==> src/hover_readiness_qualifier_defines.svh <==
// Assertion macros shared by the hover readiness qualifier RTL.
`ifndef HOVER_READINESS_QUALIFIER_DEFINES_SVH
`define HOVER_READINESS_QUALIFIER_DEFINES_SVH

`ifndef SYNTH
// clocked check, held off while reset is asserted
`define HRQ_ASSERT(lbl, clk, rst_n, prop) \
  lbl: assert property (@(posedge clk) disable iff (!rst_n) prop) \
    else $error("hrq assertion failed");
// clocked check that also holds through reset
`define HRQ_ASSERT_ALWAYS(lbl, clk, prop) \
  lbl: assert property (@(posedge clk) prop) \
    else $error("hrq assertion failed");
`else
`define HRQ_ASSERT(lbl, clk, rst_n, prop)
`define HRQ_ASSERT_ALWAYS(lbl, clk, prop)
`endif

`endif

==> src/hrq_pkg.sv <==
// Shared types and constants for the hover readiness qualifier.
package hrq_pkg;

  localparam int unsigned CFG_ADDR_W = 5;
  localparam int unsigned CFG_DATA_W = 32;

  localparam logic [2:0] REG_BASELINE   = 3'd0;
  localparam logic [2:0] REG_MICRO      = 3'd1;
  localparam logic [2:0] REG_MIN_RISE   = 3'd2;
  localparam logic [2:0] REG_FLOW_GATE  = 3'd3;
  localparam logic [2:0] REG_FLOW_QUAL  = 3'd4;
  localparam logic [2:0] REG_ATT_LIMIT  = 3'd5;
  localparam logic [2:0] REG_RANGE_INV  = 3'd6;
  localparam logic [2:0] REG_FLAP_LIMIT = 3'd7;

  localparam logic OP_SAMPLE = 1'b0;
  localparam logic OP_CLEAR  = 1'b1;

  localparam logic [7:0] FRESH_SAMPLES = 8'd3;
  localparam logic [7:0] RISE_SAMPLES  = 8'd3;
  localparam logic [7:0] FLOW_SAMPLES  = 8'd3;
  localparam logic [7:0] QUIET_SAMPLES = 8'd3;
  localparam logic [7:0] STALE_SAMPLES = 8'd5;
  localparam logic [7:0] CNT_MAX       = 8'hFF;

  typedef struct packed {
    logic [15:0] baseline_height_mm;
    logic [15:0] micro_height_mm;
    logic [15:0] min_rise_mm;
    logic [15:0] flow_gate_height_mm;
    logic [15:0] flow_min_quality;
    logic [14:0] attitude_limit_cdeg;
    logic [15:0] range_invalid_mm;
    logic [7:0]  flap_limit;
  } cfg_t;

  typedef struct packed {
    logic fresh;
    logic risen;
    logic flow;
    logic quiet;
    logic missing;
  } cond_t;

  typedef struct packed {
    logic       range_live;
    logic       flow_live;
    logic       attitude_settled;
    logic       truth_stale;
    logic       flapping;
    logic [7:0] flap_count;
  } res_t;

endpackage

==> src/hrq_cfg_regs.sv <==
// Configuration register bank behind the APB-style port.
module hrq_cfg_regs (
  input  logic                             clk,
  input  logic                             rst_n,
  input  logic                             cfg_psel,
  input  logic                             cfg_penable,
  input  logic                             cfg_pwrite,
  input  logic [hrq_pkg::CFG_ADDR_W-1:0]   cfg_paddr,
  input  logic [hrq_pkg::CFG_DATA_W-1:0]   cfg_pwdata,
  output logic [hrq_pkg::CFG_DATA_W-1:0]   cfg_prdata,
  output logic                             cfg_pready,
  output hrq_pkg::cfg_t                    cfg
);

  hrq_pkg::cfg_t cfg_r;
  hrq_pkg::cfg_t cfg_nxt;
  logic [2:0]    idx;
  logic          wr_en;

  assign idx        = cfg_paddr[4:2];
  assign wr_en      = cfg_psel && cfg_penable && cfg_pwrite;
  assign cfg_pready = 1'b1;
  assign cfg        = cfg_r;

  always_comb begin
    cfg_nxt = cfg_r;
    if (wr_en) begin
      case (idx)
        hrq_pkg::REG_BASELINE:   cfg_nxt.baseline_height_mm  = cfg_pwdata[15:0];
        hrq_pkg::REG_MICRO:      cfg_nxt.micro_height_mm     = cfg_pwdata[15:0];
        hrq_pkg::REG_MIN_RISE:   cfg_nxt.min_rise_mm         = cfg_pwdata[15:0];
        hrq_pkg::REG_FLOW_GATE:  cfg_nxt.flow_gate_height_mm = cfg_pwdata[15:0];
        hrq_pkg::REG_FLOW_QUAL:  cfg_nxt.flow_min_quality    = cfg_pwdata[15:0];
        hrq_pkg::REG_ATT_LIMIT:  cfg_nxt.attitude_limit_cdeg = cfg_pwdata[14:0];
        hrq_pkg::REG_RANGE_INV:  cfg_nxt.range_invalid_mm    = cfg_pwdata[15:0];
        hrq_pkg::REG_FLAP_LIMIT: cfg_nxt.flap_limit          = cfg_pwdata[7:0];
        default: ;
      endcase
    end
  end

  always_comb begin
    case (idx)
      hrq_pkg::REG_BASELINE:   cfg_prdata = {16'd0, cfg_r.baseline_height_mm};
      hrq_pkg::REG_MICRO:      cfg_prdata = {16'd0, cfg_r.micro_height_mm};
      hrq_pkg::REG_MIN_RISE:   cfg_prdata = {16'd0, cfg_r.min_rise_mm};
      hrq_pkg::REG_FLOW_GATE:  cfg_prdata = {16'd0, cfg_r.flow_gate_height_mm};
      hrq_pkg::REG_FLOW_QUAL:  cfg_prdata = {16'd0, cfg_r.flow_min_quality};
      hrq_pkg::REG_ATT_LIMIT:  cfg_prdata = {17'd0, cfg_r.attitude_limit_cdeg};
      hrq_pkg::REG_RANGE_INV:  cfg_prdata = {16'd0, cfg_r.range_invalid_mm};
      hrq_pkg::REG_FLAP_LIMIT: cfg_prdata = {24'd0, cfg_r.flap_limit};
      default:                 cfg_prdata = '0;
    endcase
  end

  always_ff @(posedge clk) begin
    if (!rst_n) begin
      cfg_r.baseline_height_mm  <= 16'd0;
      cfg_r.micro_height_mm     <= 16'd0;
      cfg_r.min_rise_mm         <= 16'd50;
      cfg_r.flow_gate_height_mm <= 16'd100;
      cfg_r.flow_min_quality    <= 16'd30;
      cfg_r.attitude_limit_cdeg <= 15'd1000;
      cfg_r.range_invalid_mm    <= 16'd8000;
      cfg_r.flap_limit          <= 8'd4;
    end else begin
      cfg_r <= cfg_nxt;
    end
  end

endmodule

==> src/hrq_judge.sv <==
// Per-sample condition evaluation: fresh, risen, flow ready, quiet, missing.
module hrq_judge (
  input  hrq_pkg::cfg_t      cfg,
  input  logic [15:0]        down_range_mm,
  input  logic [15:0]        motion_quality,
  input  logic signed [15:0] roll_cdeg,
  input  logic signed [15:0] pitch_cdeg,
  input  logic               hover_phase,
  output hrq_pkg::cond_t     cond
);

  logic [15:0] need;
  logic [16:0] roll_mag;
  logic [16:0] pitch_mag;
  logic [16:0] att_lim;

  // rise threshold wraps at 16 bits
  assign need = cfg.baseline_height_mm + cfg.min_rise_mm;

  // -32768 becomes 32768, which no 15-bit limit can reach
  assign roll_mag  = roll_cdeg[15] ? (17'h10000 - {1'b0, roll_cdeg}) : {1'b0, roll_cdeg};
  assign pitch_mag = pitch_cdeg[15] ? (17'h10000 - {1'b0, pitch_cdeg}) : {1'b0, pitch_cdeg};
  assign att_lim   = {2'b00, cfg.attitude_limit_cdeg};

  always_comb begin
    cond.fresh   = (down_range_mm != 16'd0) && (down_range_mm < cfg.range_invalid_mm);
    cond.risen   = cond.fresh && (down_range_mm >= cfg.micro_height_mm) &&
                   (down_range_mm >= need);
    cond.flow    = cond.fresh && (down_range_mm >= cfg.flow_gate_height_mm) &&
                   (motion_quality >= cfg.flow_min_quality);
    cond.quiet   = (roll_mag <= att_lim) && (pitch_mag <= att_lim);
    cond.missing = hover_phase && (!cond.fresh || !cond.flow);
  end

endmodule

==> src/hrq_track.sv <==
// Run counters, flap counter and previous-condition history; result flags.
module hrq_track (
  input  logic           clk,
  input  logic           rst_n,
  input  logic           step,
  input  logic           clear,
  input  hrq_pkg::cond_t cond,
  input  logic [7:0]     flap_limit,
  output hrq_pkg::res_t  res
);

  logic [7:0] fresh_cnt_r,  fresh_cnt_nxt;
  logic [7:0] rise_cnt_r,   rise_cnt_nxt;
  logic [7:0] flow_cnt_r,   flow_cnt_nxt;
  logic [7:0] quiet_cnt_r,  quiet_cnt_nxt;
  logic [7:0] stale_cnt_r,  stale_cnt_nxt;
  logic [7:0] flap_cnt_r,   flap_cnt_nxt;
  logic [3:0] prev_cond_r,  prev_cond_nxt;
  logic [3:0] now_cond;
  logic       regressed;

  function automatic logic [7:0] sat_inc(input logic [7:0] v);
    sat_inc = (v == hrq_pkg::CNT_MAX) ? v : v + 8'd1;
  endfunction

  assign now_cond  = {cond.quiet, cond.flow, cond.risen, cond.fresh};
  assign regressed = |(prev_cond_r & ~now_cond);

  always_comb begin
    if (clear) begin
      fresh_cnt_nxt = '0;
      rise_cnt_nxt  = '0;
      flow_cnt_nxt  = '0;
      quiet_cnt_nxt = '0;
      stale_cnt_nxt = '0;
      flap_cnt_nxt  = '0;
      prev_cond_nxt = '0;
    end else begin
      fresh_cnt_nxt = cond.fresh   ? sat_inc(fresh_cnt_r) : 8'd0;
      rise_cnt_nxt  = cond.risen   ? sat_inc(rise_cnt_r)  : 8'd0;
      flow_cnt_nxt  = cond.flow    ? sat_inc(flow_cnt_r)  : 8'd0;
      quiet_cnt_nxt = cond.quiet   ? sat_inc(quiet_cnt_r) : 8'd0;
      stale_cnt_nxt = cond.missing ? sat_inc(stale_cnt_r) : 8'd0;
      flap_cnt_nxt  = regressed    ? sat_inc(flap_cnt_r)  : flap_cnt_r;
      prev_cond_nxt = now_cond;
    end
  end

  // flags come from the post-update counts
  always_comb begin
    res.range_live       = (fresh_cnt_nxt >= hrq_pkg::FRESH_SAMPLES) &&
                           (rise_cnt_nxt >= hrq_pkg::RISE_SAMPLES);
    res.flow_live        = flow_cnt_nxt >= hrq_pkg::FLOW_SAMPLES;
    res.attitude_settled = quiet_cnt_nxt >= hrq_pkg::QUIET_SAMPLES;
    res.truth_stale      = stale_cnt_nxt >= hrq_pkg::STALE_SAMPLES;
    res.flapping         = flap_cnt_nxt >= flap_limit;
    res.flap_count       = flap_cnt_nxt;
  end

  always_ff @(posedge clk) begin
    if (!rst_n) begin
      fresh_cnt_r <= '0;
      rise_cnt_r  <= '0;
      flow_cnt_r  <= '0;
      quiet_cnt_r <= '0;
      stale_cnt_r <= '0;
      flap_cnt_r  <= '0;
      prev_cond_r <= '0;
    end else if (step) begin
      fresh_cnt_r <= fresh_cnt_nxt;
      rise_cnt_r  <= rise_cnt_nxt;
      flow_cnt_r  <= flow_cnt_nxt;
      quiet_cnt_r <= quiet_cnt_nxt;
      stale_cnt_r <= stale_cnt_nxt;
      flap_cnt_r  <= flap_cnt_nxt;
      prev_cond_r <= prev_cond_nxt;
    end
  end

endmodule

==> src/hover_readiness_qualifier.sv <==
// Hover readiness qualifier top level: input register, judge, tracker, result register.
//
// Usage:
//   Input channel (in_valid / in_stall) takes one sensor sample item or a
//   clear command per accepted cycle. Result channel (out_valid / out_stall)
//   returns exactly one result item per input item, in order. Each item
//   passes two register stages: the input register, then the result
//   register. Throughput: one item per cycle while the receiver does not
//   stall; the counters update in the cycle the item moves from the input
//   register to the result register. When the receiver stalls, the result
//   register holds and one more item waits in the input register; in_stall
//   rises only when both are full. Configuration registers sit on the cfg_
//   APB-style port (byte address 4*i, pready tied high) and are to be
//   written only while the block is idle, a user rule the block does not
//   enforce. Reset (rst_n low, synchronous) empties both stages, zeroes all
//   counters and history, and loads the register defaults.
`include "hover_readiness_qualifier_defines.svh"

module hover_readiness_qualifier (
  input  logic                           clk,
  input  logic                           rst_n,

  input  logic                           in_valid,
  output logic                           in_stall,
  input  logic                           in_opcode,
  input  logic [15:0]                    in_down_range_mm,
  input  logic [15:0]                    in_motion_quality,
  input  logic signed [15:0]             in_roll_cdeg,
  input  logic signed [15:0]             in_pitch_cdeg,
  input  logic                           in_hover_phase,

  output logic                           out_valid,
  input  logic                           out_stall,
  output logic                           out_range_live,
  output logic                           out_flow_live,
  output logic                           out_attitude_settled,
  output logic                           out_truth_stale,
  output logic                           out_flapping,
  output logic [7:0]                     out_flap_count,

  input  logic                           cfg_psel,
  input  logic                           cfg_penable,
  input  logic                           cfg_pwrite,
  input  logic [hrq_pkg::CFG_ADDR_W-1:0] cfg_paddr,
  input  logic [hrq_pkg::CFG_DATA_W-1:0] cfg_pwdata,
  output logic [hrq_pkg::CFG_DATA_W-1:0] cfg_prdata,
  output logic                           cfg_pready
);

  hrq_pkg::cfg_t      cfg;
  hrq_pkg::cond_t     cond;
  hrq_pkg::res_t      res;

  logic               s1_valid_r, s1_valid_nxt;
  logic               s1_op_r;
  logic [15:0]        s1_range_r;
  logic [15:0]        s1_quality_r;
  logic signed [15:0] s1_roll_r;
  logic signed [15:0] s1_pitch_r;
  logic               s1_hover_r;

  logic               out_valid_r, out_valid_nxt;
  hrq_pkg::res_t      out_res_r;

  logic               in_take;
  logic               adv;

  hrq_cfg_regs u_cfg (
    .clk         (clk),
    .rst_n       (rst_n),
    .cfg_psel    (cfg_psel),
    .cfg_penable (cfg_penable),
    .cfg_pwrite  (cfg_pwrite),
    .cfg_paddr   (cfg_paddr),
    .cfg_pwdata  (cfg_pwdata),
    .cfg_prdata  (cfg_prdata),
    .cfg_pready  (cfg_pready),
    .cfg         (cfg)
  );

  hrq_judge u_judge (
    .cfg            (cfg),
    .down_range_mm  (s1_range_r),
    .motion_quality (s1_quality_r),
    .roll_cdeg      (s1_roll_r),
    .pitch_cdeg     (s1_pitch_r),
    .hover_phase    (s1_hover_r),
    .cond           (cond)
  );

  hrq_track u_track (
    .clk        (clk),
    .rst_n      (rst_n),
    .step       (adv),
    .clear      (s1_op_r == hrq_pkg::OP_CLEAR),
    .cond       (cond),
    .flap_limit (cfg.flap_limit),
    .res        (res)
  );

  // item moves on when the result register is empty or being drained
  assign adv      = s1_valid_r && (!out_valid_r || !out_stall);
  assign in_stall = s1_valid_r && !adv;
  assign in_take  = in_valid && !in_stall;

  always_comb begin
    s1_valid_nxt  = in_take || (s1_valid_r && !adv);
    out_valid_nxt = adv || (out_valid_r && out_stall);
  end

  always_ff @(posedge clk) begin
    if (!rst_n) begin
      s1_valid_r  <= 1'b0;
      out_valid_r <= 1'b0;
    end else begin
      s1_valid_r  <= s1_valid_nxt;
      out_valid_r <= out_valid_nxt;
    end
  end

  always_ff @(posedge clk) begin
    if (in_take) begin
      s1_op_r      <= in_opcode;
      s1_range_r   <= in_down_range_mm;
      s1_quality_r <= in_motion_quality;
      s1_roll_r    <= in_roll_cdeg;
      s1_pitch_r   <= in_pitch_cdeg;
      s1_hover_r   <= in_hover_phase;
    end
    if (adv) begin
      out_res_r <= res;
    end
  end

  assign out_valid            = out_valid_r;
  assign out_range_live       = out_res_r.range_live;
  assign out_flow_live        = out_res_r.flow_live;
  assign out_attitude_settled = out_res_r.attitude_settled;
  assign out_truth_stale      = out_res_r.truth_stale;
  assign out_flapping         = out_res_r.flapping;
  assign out_flap_count       = out_res_r.flap_count;

  `HRQ_ASSERT(a_adv_fills_out, clk, rst_n, adv |=> out_valid_r)
  `HRQ_ASSERT(a_held_item_kept, clk, rst_n, (s1_valid_r && !adv) |=> s1_valid_r)
  `HRQ_ASSERT(a_clear_zeroes, clk, rst_n,
    (adv && s1_op_r == hrq_pkg::OP_CLEAR) |=> (out_flap_count == 8'd0 && !out_range_live))
  `HRQ_ASSERT_ALWAYS(a_reset_empty, clk, !rst_n |=> (!s1_valid_r && !out_valid_r))

endmodule
==> config.mk <==
export PLATFORM = sky130hd
export DESIGN_NAME = hover_readiness_qualifier
export DESIGN_NICKNAME = d
export VERILOG_FILES = /design/src/hrq_pkg.sv /design/src/hrq_cfg_regs.sv /design/src/hrq_judge.sv /design/src/hrq_track.sv /design/src/hover_readiness_qualifier.sv
export VERILOG_INCLUDE_DIRS = /design/src /design/src/src
export SDC_FILE = /design/constraint.sdc
export NUM_CORES = 1
export LEC_CHECK = 0
export BUFFER_PORTS_ARGS = -buffer_cell sky130_fd_sc_hd__buf_2
export CORE_MARGIN = 2
export CORE_UTILIZATION = 60
export DETAILED_ROUTE_END_ITERATION = 16
export PLACE_DENSITY = 0.87
export SETUP_SLACK_MARGIN = 0.3
export SYNTH_ARGS = -nofsm -noshare
export SYNTH_HDL_FRONTEND = slang
export SYNTH_HIERARCHICAL = 1
export SYNTH_SLANG_ARGS = --single-unit
==> constraint.sdc <==
create_clock -name clk -period 7.27 [get_ports clk]
set_input_delay 0.3635 -clock clk [delete_from_list [all_inputs] [get_ports clk]]
set_output_delay 0.3635 -clock clk [all_outputs]
set_load 0.02 [all_outputs]
* Word-level counts from Yosys, hierarchy flattened
Cells that the tools add are included.
Word-level totals: bits in registers 252, output and inout bits 48, word-level logic and storage cells 123
Cells by class: add/subtract/negate cells 9, $lt $le $gt $ge 13, equal/unequal tests 13, mux-type cells 22, bitwise operators 2, reduce and logical (&&, ||, !) cells 35
Operator list (number):
- 32-bit case mux with 8 select lines | 1
- 8-bit 2-to-1 mux | 18
- 16-bit greater-or-equal comparator | 4
- 8-bit by 1-bit adder with 8-bit output (second input constant) | 6
- 8-bit == test (second input constant) | 6
- 17-bit by 15-bit less-or-equal comparator with 1-bit output | 2
- 17-bit 2-to-1 mux | 2
- 17-bit by 16-bit subtractor with 17-bit output (first input constant) | 2
- 8-bit by 2-bit greater-or-equal comparator with 1-bit output (second input constant) | 4
- 16-bit adder | 1
- 16-bit less-than comparator | 1
- 2-bit AND reduction | 8
- 16-bit nonzero test | 1
- 1-bit logical AND | 14
- 3-bit == test (second input constant) | 4
- 8-bit by 3-bit greater-or-equal comparator with 1-bit output (second input constant) | 1
- 8-bit greater-or-equal comparator | 1
- 3-bit by 2-bit == test with 1-bit output (second input constant) | 2
- 1-bit zero test | 6
- 4-bit bitwise AND | 1
- 1-bit logical OR | 4
- 4-bit 2-to-1 mux | 1
- 4-bit inverter | 1
- 4-bit OR reduction | 1
- other kinds (2) | 2

* Longest topological paths before layout
depth after elaboration 10, gate-level depth with buffers 25, depth with buffers taken out 25

* Cells and area by module
Netlist, hierarchy kept.
By module, submodules not included:
- hrq_cfg_regs | times used 1, cells an instance 703, area an instance 5620.4 µm², seq. area each 2382.3 µm²
- hrq_judge | times used 1, cells an instance 512, area an instance 3891.2 µm², seq. area each 0.0 µm²
- hrq_track | times used 1, cells an instance 471, area an instance 3574.7 µm², seq. area each 1041.0 µm²
- hover_readiness_qualifier | times used 1, cells an instance 87, area an instance 2456.1 µm², seq. area each 2412.3 µm²

* Worst setup path before layout
OpenSTA, ideal clock, no wires.
path type register to register, start point reg s1_pitch_r[3], end point reg out_res_r (netlist bit out_flapping), data pin, setup time 0.279 ns, arrival time 4.801 ns, path slack 2.190 ns, cell stages (with the launch flop) 24, path buffers 1, period minus slack after synthesis 5.080 ns, cell sequence edfxtp_1 -> or4_4 -> or3_4 -> nor2_4 -> nand3_2 -> o31ai_2 -> xnor2_1 -> ha_1 -> and4_1 -> nand4_1 -> o32ai_1 -> a21oi_1 -> a311oi_1 -> nand2b_1 -> o2111ai_2 -> buf_2 -> nand3_1 -> xor2_1 -> nor2_1 -> ha_1 -> a2111oi_0 -> nand2_1 -> o21ai_0 -> a31oi_1
RTL lines:
- start: declaration | line hover_readiness_qualifier.sv:59 | logic signed [15:0] s1_pitch_r;
- start signal: assignment | line hover_readiness_qualifier.sv:127 | s1_pitch_r <= in_pitch_cdeg;
- end signal: assignment | line hover_readiness_qualifier.sv:131 | out_res_r <= res;
- end: declaration | line hover_readiness_qualifier.sv:63 | hrq_pkg::res_t out_res_r;

==> results.sh <==
export IMPL_fp_row_count=58
export IMPL_worst_skew_pair_late_latency_ps=560
export IMPL_viasPerCell=6.38
export IMPL_cts_resized=0
export IMPL_ys_flop_type="dfxtp_1"
export IMPL_critPathLaunch="s1_roll_r[0]$_DFFE_PP_"
export IMPL_finalCritPeriodShare_pct=86.1
export IMPL_yosys_area_top_type="dfxtp_1"
export IMPL_drive_gt1_share_pct=12.3
export IMPL_cp_required_ps=7520
export IMPL_switchingPower_uw=845
export IMPL_path_clk_slew_ps=60
export IMPL_root_buffer="clkbuf_16"
export IMPL_synthTopCellsByCount="nand2_1 (290), dfxtp_1 (173), ha_1 (140)"
export IMPL_dpl_hpwl_um=29600
export IMPL_max_stage_delay_ps=620
export IMPL_period_needed_ps=6260
export IMPL_ant_nets=0
export IMPL_yosysTopAreaCellShare_pct=22.3
export IMPL_cts_setup_buffers=0
export IMPL_num_io_pins=158
export IMPL_antenna_found_initial=0
export IMPL_status="completed"
export IMPL_combPwrFrac_pct=11.7
export IMPL_core_area_sq_um=25300
export IMPL_dieWidth_um=165
export IMPL_cellLeakagePower_uw=0.00696
export IMPL_dp_slack_ps=1130
export IMPL_critical_path_class="flop to flop"
export IMPL_fillers=1853
export IMPL_whs_ps=19.8
export IMPL_ir_drop_mv=0.230
export IMPL_clockBufferDepth=3
export IMPL_avgSynthCellArea_sq_um=8.77
export IMPL_max_freq_mhz=160
export IMPL_clockPowerShare_pct=41.9
export IMPL_synth_compound_area_share_pct=20.4
export IMPL_multi_input_area_sq_um=8820
export IMPL_p_sw_share_pct=25.8
export IMPL_cp_max_fo=14
export IMPL_cp_start_kind="flop"
export IMPL_diodes=0
export IMPL_synth_area_leaders="dfxtp_1 (22%), edfxtp_1 (15%), ha_1 (11%), nand2_1 (7.0%), a21boi_0 (4.0%)"
export IMPL_synthAdderAreaFrac_pct=11.4
export IMPL_synth_xor_area_share_pct=2.65
export IMPL_slew_violations=0
export IMPL_slew_headroom_pct=3.17
export IMPL_min_delay_start="in_hover_phase"
export IMPL_synth_enable_flop_cells=79
export IMPL_grt_overflow=0
export IMPL_yosys_warnings=6
export IMPL_sequentialPowerShare_pct=46.4
export IMPL_netlist_area_sq_um=15500
export IMPL_gp_congestion=0.942
export IMPL_start_util_pct=61.4
export IMPL_internal_power_uw=2430
export IMPL_r2r_start="s1_roll_r[0]$_DFFE_PP_"
export IMPL_final_util_pct=69.8
export IMPL_setup_viol=0
export IMPL_crit_chain="inv_1 > ha_1 > nand2b_1 > nand2b_1 > or2_2 > o41ai_1 > xnor2_1 > ha_1 > nand3_1 > nor4_1 > nand4_1 > o21ai_0 > o211ai_2 > a311oi_1 > nand2b_1 > o2111ai_2 > nand3_1 > xor2_1 > nor2_1 > ha_1 > a2111oi_0 > nand2_1 > o21ai_0 > a31oi_1"
export IMPL_ys_ff_latch=252
export IMPL_h_tree_depth=1
export IMPL_tns_ps=0
export IMPL_yosysSeqAreaShare_pct=37.5
export IMPL_dr_pass1_iters=6
export IMPL_min_path_type="primary input to flop"
export IMPL_worst_endpoint_arrival_ps=6510
export IMPL_cp_end_kind="flop"
export IMPL_yosysMostFrequentCell="nand2_1"
export IMPL_track_usage_pct=32.2
export IMPL_power_density_nw_per_um2=185
export IMPL_hold_violations=0
export IMPL_area_delta_synth_final_pct=13.8
export IMPL_netlist_instances=1773
export IMPL_synth_simple_area_share_pct=19.2
export IMPL_fin_nets=2154
export IMPL_dieArea_sq_um=27200
export IMPL_drtIter0Drc=2063
export IMPL_synth_top_family_by_area="compound AO/OA/AOI/OAI gates"
export IMPL_yosysUniqueCellTypes=100
export IMPL_drc=0
export IMPL_grt_pass1_wl_um=69400
export IMPL_cts_tree="done"
export IMPL_cap_violations=0
export IMPL_fin_skew_ps=23.8
export IMPL_worst_pin_slew_ps=1440
export IMPL_crit_slowest_cell="a311oi_1"
export IMPL_regArea_sq_um=5840
export IMPL_die_h_um=165
export IMPL_grt_pass1_vias=13513
export IMPL_async_flop_share_pct=0
export IMPL_grt_setup_unrepaired="no"
export IMPL_port_buffers=122
export IMPL_synth_mux_area_share_pct=2.66
export IMPL_drt_total_wl_um=44800
export IMPL_finalWorstSetupSlack_ps=1010
export IMPL_grt_max_degree=116
export IMPL_vias=14391
export IMPL_cts_sinks=252
export IMPL_postCtsHoldBufs=63
export IMPL_routedWlPerCell_um=19.9
export IMPL_numCtsBuffers=27
==> cells by family after synthesis <==
group	after synthesis
AOI/OAI and AO/OA	452
xor gates and xnor gates	47
adders and majority gates	141
buffers and inverters	220
DFF	252
muxes	40
other	2
and+or+nand+nor	619
==> power groups by stage <==
stage                     sequential, uW  clock (uW)  combinational (uW)
final                               1520        1370                 384
after global placement              1550           0                 324
after global routing                1520        1430                 415
after CTS                           1520        1380                 366
after floorplan                     1540           0                 237
after detailed placement            1550           0                 336
==> critical path, delay by kind of cell, from the launching register on <==
family                     cells  cell delay, ps
and+or+nand+nor               10            1880
adders and majority gates      3             810
DFF                            1             420
AOI/OAI and AO/OA              8            2370
buffers and inverters          1             130
xor gates and xnor gates       2             310
==> placed cells by master, fill, tap and decap left out, types with 18 or more instances in the layout <==
| cell | instances |
|---|---|
| nand3_1 | 57 |
| nand2_1 | 290 |
| buf_2 | 121 |
| o21ai_0 | 69 |
| xnor2_1 | 35 |
| nand4_1 | 27 |
| nor3_1 | 31 |
| inv_1 | 112 |
| ha_1 | 140 |
| nor2b_1 | 20 |
| nor2_1 | 84 |
| mux2i_1 | 30 |
| a21oi_1 | 80 |
| a211oi_1 | 23 |
| a21boi_0 | 81 |
| a221oi_1 | 18 |
| dlygate4sd3_1 | 64 |
| clkbuf_16 | 28 |
| edfxtp_1 | 79 |
| a21o_1 | 21 |
| nand2b_1 | 23 |
| dfxtp_1 | 173 |
==> routing by layer <==
metal / vias up / GRT usage, % / part of all wire, %
li1: 6597 / - / -
met1: 6738 / 41.0 / 39
met5: - / 0 / 0
met2: 872 / 53.3 / 46
met3: 184 / 5.63 / 9.7
met4: 0 / 15.4 / 5.5
==> worst paths after layout <==
path | end | slack (ps) | cells past startpoint
setup / recovery | out_flapping$_DFFE_PP_ | 1010 | 24
hold / removal | s1_hover_r$_DFFE_PP_ | 20 | 1
setup reg to reg | out_flapping$_DFFE_PP_ | 1010 | 24
hold reg to reg | u_track/prev_cond_r[3]$_SDFFE_PN0P_ | 470 | 2
==> through the flow <==
step | power [uW] | cells | instance area, sq um
after floorplan | 1780 | 1788 | 15600
after global placement | 1870 | 2140 | 16200
after detailed placement | 1880 | 2140 | 16200
after CTS | 3260 | 2253 | 17700
after global routing | 3370 | 2254 | 17700
final | 3270 | 2254 | 17700
==> sequential cells by signal (all words and copies together), names as in the netlist <==
name and flops:
u_track/quiet_cnt_r 8, out_valid 1, out_truth_stale 1, s1_op_r 1, out_flapping 1, s1_hover_r 1, u_cfg/cfg 119, s1_valid_r 1
u_track/rise_cnt_r 8, u_track/flow_cnt_r 8, s1_range_r 16, u_track/fresh_cnt_r 8, s1_roll_r 16, u_track/flap_cnt_r 8, out_flap_count 8, out_range_live 1
out_attitude_settled 1, s1_quality_r 16, u_track/prev_cond_r 4, out_flow_live 1, u_track/stale_cnt_r 8, s1_pitch_r 16
==> area by class of cell <==
type                       count  area share (%)
tap                          330            2.33
clock buffer                  41            4.66
multi-input combinational   1316            49.9
timing repair buffer         193            7.38
clock inverter                 9           0.361
sequential                   252            33.0
inverter                     113            2.40
Power figures use the tool's default switching activity.
